**src/design/wbct_pkg.sv**
```systemverilog
// Shared types and codes of the write-back block cache tag controller.
// No dependencies; imported by wbct_front, wbct_back and the top level.
package wbct_pkg;

    localparam int BLK_W  = 32;
    localparam int SLOT_W = 4;

    typedef enum logic [1:0] {
        CMD_GET   = 2'd0,
        CMD_MARK  = 2'd1,
        CMD_INV   = 2'd2,
        CMD_FLUSH = 2'd3
    } t_cmd;

    typedef enum logic [1:0] {
        ACT_HIT  = 2'd0,
        ACT_FILL = 2'd1,
        ACT_WB   = 2'd2,
        ACT_ACK  = 2'd3
    } t_action;

    typedef struct packed {
        t_cmd             cmd;
        logic [BLK_W-1:0] blk;
    } t_req;

    typedef struct packed {
        t_action           action;
        logic [SLOT_W-1:0] slot;
        logic [BLK_W-1:0]  target;
        logic              found;
        logic              last;
    } t_res;

    typedef struct packed {
        logic valid;
        t_req req;
    } t_queue_head;

endpackage

```
**src/design/wbct_front.sv**
```systemverilog
// Front end: accepts request transactions, decodes the command and holds them
// in a two-entry queue for the back end. Depends on wbct_pkg.
module wbct_front (
    input  logic                           i_clk,
    input  logic                           i_rst_n,
    input  logic                           i_s_tvalid,
    output logic                           o_s_tready,
    input  logic [wbct_pkg::BLK_W-1:0]     i_s_tdata,   // [31:0] block_number
    input  logic [1:0]                     i_s_tuser,   // [1:0] cmd
    output wbct_pkg::t_queue_head          o_head,
    input  logic                           i_pop
);
    import wbct_pkg::*;

    t_req       r_q [2];
    logic       r_wr;
    logic       r_rd;
    logic [1:0] r_cnt;
    logic       w_push;
    logic       w_pop;
    t_req       w_in;

    assign o_s_tready   = (r_cnt != 2'd2);
    assign w_push       = i_s_tvalid && o_s_tready;
    assign w_pop        = i_pop && (r_cnt != 2'd0);
    assign w_in.cmd     = t_cmd'(i_s_tuser);
    assign w_in.blk     = i_s_tdata;
    assign o_head.valid = (r_cnt != 2'd0);
    assign o_head.req   = r_q[r_rd];

    always_ff @(posedge i_clk) begin
        if (w_push) begin
            r_q[r_wr] <= w_in;
        end
    end

    always_ff @(posedge i_clk) begin
        if (!i_rst_n) begin
            r_wr  <= 1'b0;
            r_rd  <= 1'b0;
            r_cnt <= 2'd0;
        end else begin
            if (w_push) begin
                r_wr <= ~r_wr;
            end
            if (w_pop) begin
                r_rd <= ~r_rd;
            end
            r_cnt <= r_cnt + 2'(w_push) - 2'(w_pop);
        end
    end

endmodule

```
**src/design/wbct_back.sv**
```systemverilog
// Back end: slot state, parallel tag lookup, victim choice and result
// sequencing into the output register. Depends on wbct_pkg.
module wbct_back #(
    parameter int ENTRIES    = 16,
    parameter int BLOCK_BITS = 32
) (
    input  logic                  i_clk,
    input  logic                  i_rst_n,
    input  wbct_pkg::t_queue_head i_head,
    output logic                  o_pop,
    output wbct_pkg::t_res        o_res,
    output logic                  o_res_valid,
    input  logic                  i_res_ready
);
    import wbct_pkg::*;

    localparam int IDX_W = (ENTRIES > 1) ? $clog2(ENTRIES) : 1;

    typedef enum logic [1:0] {
        S_IDLE,
        S_LOOK,
        S_SECOND
    } t_state;

    t_state                r_state, n_state;
    t_req                  r_req;
    logic [ENTRIES-1:0]    r_valid, n_valid;
    logic [ENTRIES-1:0]    r_dirty, n_dirty;
    logic [BLOCK_BITS-1:0] r_tag [ENTRIES];
    t_res                  r_second, n_second;
    t_res                  r_out, n_out;
    logic                  r_out_valid, n_out_valid;

    logic [BLOCK_BITS-1:0] w_blk_ext;
    logic [BLK_W-1:0]      w_blk_out;
    logic [ENTRIES-1:0]    w_hit_vec;
    logic [ENTRIES-1:0]    w_wb_vec;
    logic                  w_hit_any;
    logic [IDX_W-1:0]      w_hit_idx;
    logic [IDX_W-1:0]      w_vic_idx;
    logic [IDX_W-1:0]      w_wb_idx;
    logic                  w_need_wb;
    logic                  w_out_free;
    logic                  w_tag_we;

    function automatic logic [IDX_W-1:0] first_idx(input logic [ENTRIES-1:0] v);
        logic [IDX_W-1:0] idx;
        idx = '0;
        for (int i = ENTRIES - 1; i >= 0; i--) begin
            if (v[i]) begin
                idx = IDX_W'(i);
            end
        end
        return idx;
    endfunction

    assign w_blk_ext = BLOCK_BITS'(r_req.blk);
    assign w_blk_out = BLK_W'(w_blk_ext);

    always_comb begin
        for (int i = 0; i < ENTRIES; i++) begin
            w_hit_vec[i] = r_valid[i] && (r_tag[i] == w_blk_ext);
        end
    end

    assign w_wb_vec   = r_valid & r_dirty;
    assign w_hit_any  = |w_hit_vec;
    assign w_hit_idx  = first_idx(w_hit_vec);
    assign w_vic_idx  = (|(~r_valid)) ? first_idx(~r_valid) : first_idx(~r_dirty);
    assign w_need_wb  = !(|(~r_valid)) && !(|(~r_dirty));
    assign w_wb_idx   = first_idx(w_wb_vec);
    assign w_out_free = !r_out_valid || i_res_ready;

    always_comb begin
        n_state     = r_state;
        n_valid     = r_valid;
        n_dirty     = r_dirty;
        n_second    = r_second;
        n_out       = r_out;
        n_out_valid = r_out_valid && !i_res_ready;
        o_pop       = 1'b0;
        w_tag_we    = 1'b0;
        unique case (r_state)
            S_IDLE: begin
                if (i_head.valid) begin
                    o_pop   = 1'b1;
                    n_state = S_LOOK;
                end
            end
            S_LOOK: begin
                if (w_out_free) begin
                    n_out_valid = 1'b1;
                    n_state     = S_IDLE;
                    unique case (r_req.cmd)
                        CMD_GET: begin
                            if (w_hit_any) begin
                                n_out = '{action: ACT_HIT, slot: SLOT_W'(w_hit_idx),
                                          target: w_blk_out, found: 1'b1, last: 1'b1};
                            end else begin
                                w_tag_we           = 1'b1;
                                n_valid[w_vic_idx] = 1'b1;
                                n_dirty[w_vic_idx] = 1'b0;
                                if (w_need_wb) begin
                                    n_out    = '{action: ACT_WB, slot: '0,
                                                 target: BLK_W'(r_tag[0]),
                                                 found: 1'b0, last: 1'b0};
                                    n_second = '{action: ACT_FILL, slot: '0,
                                                 target: w_blk_out, found: 1'b0, last: 1'b1};
                                    n_state  = S_SECOND;
                                end else begin
                                    n_out = '{action: ACT_FILL, slot: SLOT_W'(w_vic_idx),
                                              target: w_blk_out, found: 1'b0, last: 1'b1};
                                end
                            end
                        end
                        CMD_MARK: begin
                            if (w_hit_any) begin
                                n_dirty[w_hit_idx] = 1'b1;
                            end
                            n_out = '{action: ACT_ACK, slot: SLOT_W'(w_hit_idx),
                                      target: w_blk_out, found: w_hit_any, last: 1'b1};
                        end
                        CMD_INV: begin
                            if (w_hit_any) begin
                                n_valid[w_hit_idx] = 1'b0;
                                n_dirty[w_hit_idx] = 1'b0;
                            end
                            if (w_hit_any && r_dirty[w_hit_idx]) begin
                                n_out    = '{action: ACT_WB, slot: SLOT_W'(w_hit_idx),
                                             target: w_blk_out, found: 1'b1, last: 1'b0};
                                n_second = '{action: ACT_ACK, slot: SLOT_W'(w_hit_idx),
                                             target: w_blk_out, found: 1'b1, last: 1'b1};
                                n_state  = S_SECOND;
                            end else begin
                                n_out = '{action: ACT_ACK, slot: SLOT_W'(w_hit_idx),
                                          target: w_blk_out, found: w_hit_any, last: 1'b1};
                            end
                        end
                        CMD_FLUSH: begin
                            if (|w_wb_vec) begin
                                n_dirty[w_wb_idx] = 1'b0;
                                n_out   = '{action: ACT_WB, slot: SLOT_W'(w_wb_idx),
                                            target: BLK_W'(r_tag[w_wb_idx]),
                                            found: 1'b0, last: 1'b0};
                                n_state = S_LOOK;
                            end else begin
                                n_out = '{action: ACT_ACK, slot: '0, target: '0,
                                          found: 1'b0, last: 1'b1};
                            end
                        end
                        default: begin
                            n_state = S_IDLE;
                        end
                    endcase
                end
            end
            S_SECOND: begin
                if (w_out_free) begin
                    n_out       = r_second;
                    n_out_valid = 1'b1;
                    n_state     = S_IDLE;
                end
            end
            default: begin
                n_state = S_IDLE;
            end
        endcase
    end

    always_ff @(posedge i_clk) begin
        if (w_tag_we) begin
            r_tag[w_vic_idx] <= w_blk_ext;
        end
        if (o_pop) begin
            r_req <= i_head.req;
        end
        r_second <= n_second;
        r_out    <= n_out;
    end

    always_ff @(posedge i_clk) begin
        if (!i_rst_n) begin
            r_state     <= S_IDLE;
            r_valid     <= '0;
            r_dirty     <= '0;
            r_out_valid <= 1'b0;
        end else begin
            r_state     <= n_state;
            r_valid     <= n_valid;
            r_dirty     <= n_dirty;
            r_out_valid <= n_out_valid;
        end
    end

    assign o_res       = r_out;
    assign o_res_valid = r_out_valid;

endmodule

```
**src/design/writeback_block_cache_tags_unit.sv**
```systemverilog
// Top level of the write-back block cache tag controller.
// Instantiates wbct_front (request queue) and wbct_back; depends on wbct_pkg.
// Usage:
//   Slave side takes one request transaction: tuser = cmd (get, mark dirty,
//   invalidate, flush), tdata = block number. Master side returns one or more
//   result transactions per request; tlast marks the final one. tuser carries
//   action and the found flag, tdata carries slot and target block.
//   A get miss with every slot dirty first writes back slot 0, then fills.
//   Invalidate of a dirty match writes it back before the acknowledge.
//   Flush writes back every valid dirty slot in slot order, then acknowledges.
// Sequencing:
//   Requests enter a two-entry queue. The back end takes one request at a
//   time: it pops it in S_IDLE, then in S_LOOK the parallel tag compare
//   produces the first result; a second result, when one follows, comes
//   from S_SECOND. Flush returns to S_LOOK for each dirty slot it writes
//   back. A result is registered only while the output is free.
// Reset and stalls:
//   Reset clears all valid and dirty bits and empties the queue. While the
//   master side stalls, the output register holds and the back end waits;
//   the queue keeps accepting until it holds two requests.
module writeback_block_cache_tags_unit #(
    parameter int ENTRIES    = 16,
    parameter int BLOCK_BITS = 32
) (
    input  logic        i_clk,
    input  logic        i_rst_n,
    input  logic        i_s_tvalid,
    output logic        o_s_tready,
    input  logic [31:0] i_s_tdata,   // [31:0] block_number
    input  logic [1:0]  i_s_tuser,   // [1:0] cmd
    output logic        o_m_tvalid,
    input  logic        i_m_tready,
    output logic [39:0] o_m_tdata,   // [3:0] slot, [35:4] target_block, [39:36] zero
    output logic [2:0]  o_m_tuser,   // [1:0] action, [2] found
    output logic        o_m_tlast
);
    import wbct_pkg::*;

    t_queue_head w_head;
    logic        w_pop;
    t_res        w_res;

    wbct_front u_front (
        .i_clk      (i_clk),
        .i_rst_n    (i_rst_n),
        .i_s_tvalid (i_s_tvalid),
        .o_s_tready (o_s_tready),
        .i_s_tdata  (i_s_tdata),
        .i_s_tuser  (i_s_tuser),
        .o_head     (w_head),
        .i_pop      (w_pop)
    );

    wbct_back #(
        .ENTRIES    (ENTRIES),
        .BLOCK_BITS (BLOCK_BITS)
    ) u_back (
        .i_clk       (i_clk),
        .i_rst_n     (i_rst_n),
        .i_head      (w_head),
        .o_pop       (w_pop),
        .o_res       (w_res),
        .o_res_valid (o_m_tvalid),
        .i_res_ready (i_m_tready)
    );

    assign o_m_tdata = {4'b0, w_res.target, w_res.slot};
    assign o_m_tuser = {w_res.found, w_res.action};
    assign o_m_tlast = w_res.last;

    a_ack_is_last: assert property (@(posedge i_clk) disable iff (!i_rst_n)
        (o_m_tvalid && (o_m_tuser[1:0] == ACT_ACK || o_m_tuser[1:0] == ACT_FILL))
            |-> o_m_tlast)
        else $error("acknowledge or fill not marked last");

    a_wb_not_last: assert property (@(posedge i_clk) disable iff (!i_rst_n)
        (o_m_tvalid && o_m_tuser[1:0] == ACT_WB) |-> !o_m_tlast)
        else $error("write-back marked last");

    a_hit_found: assert property (@(posedge i_clk) disable iff (!i_rst_n)
        (o_m_tvalid && o_m_tuser[1:0] == ACT_HIT) |-> (o_m_tuser[2] && o_m_tlast))
        else $error("hit without found flag");

endmodule
```
**config.mk**
```make
export PLATFORM = sky130hd
export DESIGN_NAME = writeback_block_cache_tags_unit
export DESIGN_NICKNAME = d
export VERILOG_FILES = /design/src/design/wbct_pkg.sv /design/src/design/wbct_front.sv /design/src/design/wbct_back.sv /design/src/design/writeback_block_cache_tags_unit.sv
export SDC_FILE = /design/constraint.sdc
export NUM_CORES = 2
export LEC_CHECK = 0
export CAP_MARGIN = 10
export CELL_PAD_IN_SITES_DETAIL_PLACEMENT = 1
export CELL_PAD_IN_SITES_GLOBAL_PLACEMENT = 1
export CORE_MARGIN = 1.5
export CORE_UTILIZATION = 50
export CTS_CLUSTER_DIAMETER = 60
export CTS_CLUSTER_SIZE = 8
export DETAILED_ROUTE_END_ITERATION = 10
export DONT_BUFFER_PORTS = 1
export HOLD_SLACK_MARGIN = 0.06
export PLACE_DENSITY = 0.83
export SYNTH_ARGS = -nofsm -noshare
export SYNTH_HDL_FRONTEND = slang
export SYNTH_SLANG_ARGS = --single-unit
```
**constraint.sdc**
```tcl
create_clock -name i_clk -period 16.4 [get_ports i_clk]
set_input_delay 3.28 -clock i_clk [delete_from_list [all_inputs] [get_ports i_clk]]
set_output_delay 3.28 -clock i_clk [all_outputs]
set_load 0.03 [all_outputs]
```
* After elaboration in Yosys (flattened, before gate mapping) *
Memories as Yosys holds them, arrays and structs flattened. A register that Yosys moved wholly into a read port is not among the register bits.
Index checks and enable logic that the tools add are counted.

storage, ports and cells
  bits in registers = 119
  RAM bits = 580
  input bits = 38
  output and inout port bits = 46
  word-level logic and storage cells = 230
  memories = 2

operators by class
  add/sub/neg operators = 2
  $lt $le $gt $ge = 6
  eq/ne operators = 31
  multiplexer cells = 114
  bitwise operators = 14
  reductions and logical operators = 44

memory list
  memory        depth  bits a word  read ports  clocked after memory_dff  wr ports  line              text
  u_back.r_tag  16     32           17          0                         1         wbct_back.sv:29   logic [BLOCK_BITS-1:0] r_tag [ENTRIES];
  u_front.r_q   2      34           1           1                         1         wbct_front.sv:15  t_req r_q [2];

operator list
  cell                                                        number
  == test 32 bit                                              16
  2-to-1 mux 40 bit                                           7
  2-to-1 mux 4 bit                                            65
  one-hot mux 40 bit (2 select lines)                         2
  one-hot mux 40 bit (4 select lines)                         1
  2-to-1 mux 16 bit                                           6
  AND 16 bit                                                  5
  NOT 16 bit                                                  5
  2-to-1 mux 39 bit                                           2
  one-hot mux 16 bit (4 select lines)                         1
  OR reduction 16 bit                                         4
  OR 16 bit                                                   2
  one-hot mux 16 bit (2 select lines)                         1
  logical AND 1 bit                                           24
  2-to-1 mux 1 bit                                            17
  inequality test 2 x 1 -> 1 bit, second input constant       8
  less-than comparator 4 x 5 -> 1 bit, second input constant  3
  demux 1 bit (select 4 bit)                                  3
  >= comparator 4 x 1 -> 1 bit, second input constant         3
  2-to-1 mux 2 bit                                            6
  one-hot mux 2 bit (3 select lines)                          2
  AND reduction 6 bit                                         2
  == test 2 bit, second input constant                        3
  AND reduction 3 bit                                         2
  12 further kinds                                            21

* Depth between registers and ports, before layout *
An unclocked memory read counts as a cell.

  depth after elaboration = 27
  gate-level depth with buffers = 15
  mapped depth without buffers = 12

* Hierarchy *
From an unflattened synthesis, not the netlist that was laid out.

unflattened totals
  cell total of the unflattened synthesis = 3,074
  area total of the unflattened synthesis = 37,633.6 µm²

modules (own cells, without submodules)
  module                           instances  cells an instance  area each (µm²)
  wbct_back                        1          2,939              34,755.8
  wbct_front                       1          130                2,844.0
  writeback_block_cache_tags_unit  1          5                  33.8

* Least setup slack after synthesis *
No wires, ideal clock.

  path type = input to register
  from = input port i_m_tready
  to = register u_back.r_second[10] (netlist name), enable pin
  library setup time = 0.488 ns
  data arrival time = 6.332 ns
  setup slack = 9.580 ns
  stages = 3
  buffers on the path = 0
  path through = nor2b_1 > nand2b_1 > a211oi_1

on the way
  word-level cells in the longest chain between the ends = 2

ends and longest elaborated chain
  what                                  line                                   text
  start, declared                       writeback_block_cache_tags_unit.sv:32  input logic i_m_tready,
  logical OR 1 bit                      wbct_back.sv:72                        assign w_out_free = !r_out_valid || i_res_ready;
  AND reduction 6 bit (no source line)  -
  end signal, assigned                  wbct_back.sv:177                       r_second <= n_second;
  end, declared                         wbct_back.sv:30                        t_res r_second, n_second;

No other way between the ends.
A chain may end at the register's enable or synchronous reset.

==> results.sh <==
export IMPL_portBuffers=0
export IMPL_critical_path_buf_inv_count=3
export IMPL_ctsResizeCount=0
export IMPL_whs_path_depth=2
export IMPL_hold_class="reg2reg"
export IMPL_use_met3=0.120
export IMPL_path_depth=15
export IMPL_post_route_min_period_ns=6.71
export IMPL_tns_ns=0
export IMPL_antenna_found_initial=6
export IMPL_crit_path_start_kind="register"
export IMPL_cts_made_buffers=105
export IMPL_yosysTopAreaCell="edfxtp_1"
export IMPL_ys_ff_latch=730
export IMPL_total_power_mw=6.50
export IMPL_hpwl_mm=113
export IMPL_die_area_sq_um=76400
export IMPL_viasPerCell=7.29
export IMPL_switching_share=0.378
export IMPL_cp_slowest_cell="buf_4"
export IMPL_power_frac_seq=0.394
export IMPL_final_nets=3305
export IMPL_coreArea_sq_um=74200
export IMPL_final_cell_mix="edfxtp_1 (691), nand2_1 (480), xor2_1 (419)"
export IMPL_yosysWarnings=0
export IMPL_drive_above_1_share=0.0900
export IMPL_p_switching_mw=2.46
export IMPL_async_flop_share=0
export IMPL_reg2reg_depth=15
export IMPL_cts_root_buf="clkbuf_16"
export IMPL_grt_pass1_wl_mm=232
export IMPL_path_class="reg2reg"
export IMPL_clk_pin_slew_ns=0.05
export IMPL_period_share=0.409
export IMPL_p_clk_frac=0.315
export IMPL_tightestPinTransition_ns=1.30
export IMPL_layout_cells_non_filler=4272
export IMPL_first_pass_iters=6
export IMPL_cp_data_arrival_time_ns=7.10
export IMPL_vias=31100
export IMPL_yosysSeqAreaShare=0.576
export IMPL_dp_cells=4121
export IMPL_report_final_setup_viol=0
export IMPL_htreeDepth=3
export IMPL_cp_max_fo=82
export IMPL_grt_pass1_vias=30800
export IMPL_gr_total_overflow=0
export IMPL_wire_per_inst_um=38.5
export IMPL_grt_max_degree=83
export IMPL_grtUsageMet2=0.626
export IMPL_fp_dieW_um=276
export IMPL_fmax_mhz=149
export IMPL_end_kind="register"
export IMPL_areaGrowthSynthToFinish_pct=11.2
export IMPL_cts_tree="done"
export IMPL_grt_util_all_layers=0.425
export IMPL_synthCells=3277
export IMPL_clk_latency_ns=0.71
export IMPL_cts_sinks=730
export IMPL_cp_required_ns=16.79
export IMPL_layout_commonest_cell="edfxtp_1"
export IMPL_synth_edff_count=691
export IMPL_post_cts_buffers=0
export IMPL_syn_avg_cell_area_sq_um=11.4
export IMPL_combPwrFrac=0.290
export IMPL_power_per_cell_area_nw_per_um2=156
export IMPL_path_delay_family="compound AO/OA/AOI/OAI gates"
export IMPL_maxCapViolCount=0
export IMPL_wirelength_mm=164
export IMPL_drv_slew=0
export IMPL_grt_use_met1=0.553
export IMPL_synth_top_area_frac=0.555
export IMPL_timing_reg2reg_setup_slack_ns=9.69
export IMPL_hold_viol_final=0
export IMPL_hold_buffers=0
export IMPL_dr_first_iter_drc_count=4921
export IMPL_skew_ns=0.0608
export IMPL_busiest_layer="met2"
export IMPL_pin_count=84
export IMPL_rows=100
export IMPL_start_util=0.504
export IMPL_synth_cell_type_count=83
export IMPL_worstPathCellList="nand2_1 -> a32o_1 -> a22o_1 -> a22oi_1 -> o22ai_1 -> a21boi_0 -> o211ai_1 -> buf_4 -> nand2_4 -> buf_4 -> buf_4 -> nand2_1 -> a31oi_1 -> o22ai_1 -> o22ai_1"
export IMPL_rsz0062_at_grt="false"
export IMPL_drc=0
export IMPL_hold_start="u_back.r_state[1]"
export IMPL_synthTopCellsByArea="edfxtp_1 (56%), xor2_1 (9.8%), nand2_1 (4.8%), nor4_1 (3.0%), xnor2_1 (2.2%)"
export IMPL_max_stage_delay_ns=0.92
export IMPL_dieHeight_um=276
export IMPL_r2r_start="u_back.r_dirty[14]"
export IMPL_power_leakage_nw=13.9
export IMPL_relSlewSlack=0.133
export IMPL_clockBufferDepth=3
export IMPL_p_int_mw=4.04
export IMPL_outcome="finished clean"
export IMPL_place_gp_congestion=1.06
export IMPL_netlist_area_sq_um=37400
export IMPL_ys_flop_type="edfxtp_1"
export IMPL_crit_path_start="u_back.r_dirty[14]"
export IMPL_drt_antenna_violating_nets=0
export IMPL_ir_drop_uv=106
## worst reg2reg max path: stages (launching register included)
cell	delay, ns
dfxtp_1	0.56
nand2_1	0.11
a32o_1	0.27
a22o_1	0.20
a22oi_1	0.25
o22ai_1	0.11
a21boi_0	0.23
o211ai_1	0.14
buf_4	0.38
nand2_4	0.73
buf_4	0.86
buf_4	0.93
nand2_1	0.33
a31oi_1	0.58
o22ai_1	0.18
o22ai_1	0.58
## metrics by stage
step	util	instance area (sq um)	worst slack [ns]	hold WS (ns)
2_1_floorplan	-	37400	9.58	0.491
3_3_place_gp	0.519	38500	10.09	0.511
3_5_place_dp	0.519	38500	9.93	0.522
4_1_cts	0.559	41500	9.93	0.542
5_1_grt	0.560	41600	9.77	0.563
6_report	0.560	41600	9.69	0.540
## Yosys cell counts (30+ instances only)
cell and n:
edfxtp_1 691, nand2_1 481, xor2_1 419, nor4_1 182, nand3_1 132, clkbuf_1 128
a31oi_1 105, and3_1 99, nor2_1 95, xnor2_1 93, a211oi_1 91, nand4_1 85
buf_2 64, o21ai_0 53, nor3_1 49, o22ai_1 44, dfxtp_1 39, mux2_2 37
inv_1 30, o221ai_1 30
## final timing paths
| kind | end |
|---|---|
| worst max-delay path | u_back.o_res[31] |
| worst min-delay path | u_back.r_state[1] |
| worst max register to register | u_back.o_res[31] |
| worst min register to register | u_back.r_state[1] |
## per-layer routing
layer  wire (um)  share of wire  vias up
met2       70300           0.43     2518
met3       20700           0.13      592
met4       12800          0.078        6
li1            -              -    12300
met5          34        0.00021        -
met1       60700           0.37    15700
## logic make-up (layout without fill, tap and decap cells)
group | after synthesis | after routing | synth area share
compound gates | 488 | 488 | 0.0915
xor+xnor | 512 | 512 | 0.120
fa+ha+maj | 5 | 5 | 0.00167
buf+inv | 238 | 259 | 0.0270
flops | 730 | 730 | 0.576
mux | 39 | 39 | 0.0117
other cells | 1 | 6 | 0.000100
simple gates | 1264 | 1264 | 0.172
## power by group through the flow
stage	logic, mW	registers [mW]	clock network, mW
final	1.89	2.57	2.05
after global routing	1.92	2.57	2.12
after CTS	1.80	2.56	2.05
after detailed placement	1.78	2.59	0
after global placement	1.74	2.58	0
after floorplan	0.988	2.59	0
## registers in the layout, summed over array words and instances (netlist names)
register,cells
u_back.o_res,40
u_back.o_res_valid,1
u_back.r_dirty,16
u_back.r_req,2
u_back.r_second,37
u_back.r_state,2
u_back.r_tag,512
u_back.r_valid,16
u_back.w_blk_ext,32
u_front.r_cnt,2
u_front.r_q,68
u_front.r_rd,1
u_front.r_wr,1
## layout make-up
| class | instances | area [sq um] |
|---|---|---|
| antenna | 2 | 5.00 |
| clock buffer | 134 | 2790 |
| clock inverter | 12 | 224 |
| fill | 7567 | 32600 |
| inverter | 31 | 116 |
| multi-input combinational | 2312 | 15000 |
| sequential | 730 | 21500 |
| tap | 969 | 1210 |
| timing repair buffer | 82 | 657 |
No activity file was read; power rests on OpenSTA's default activity.
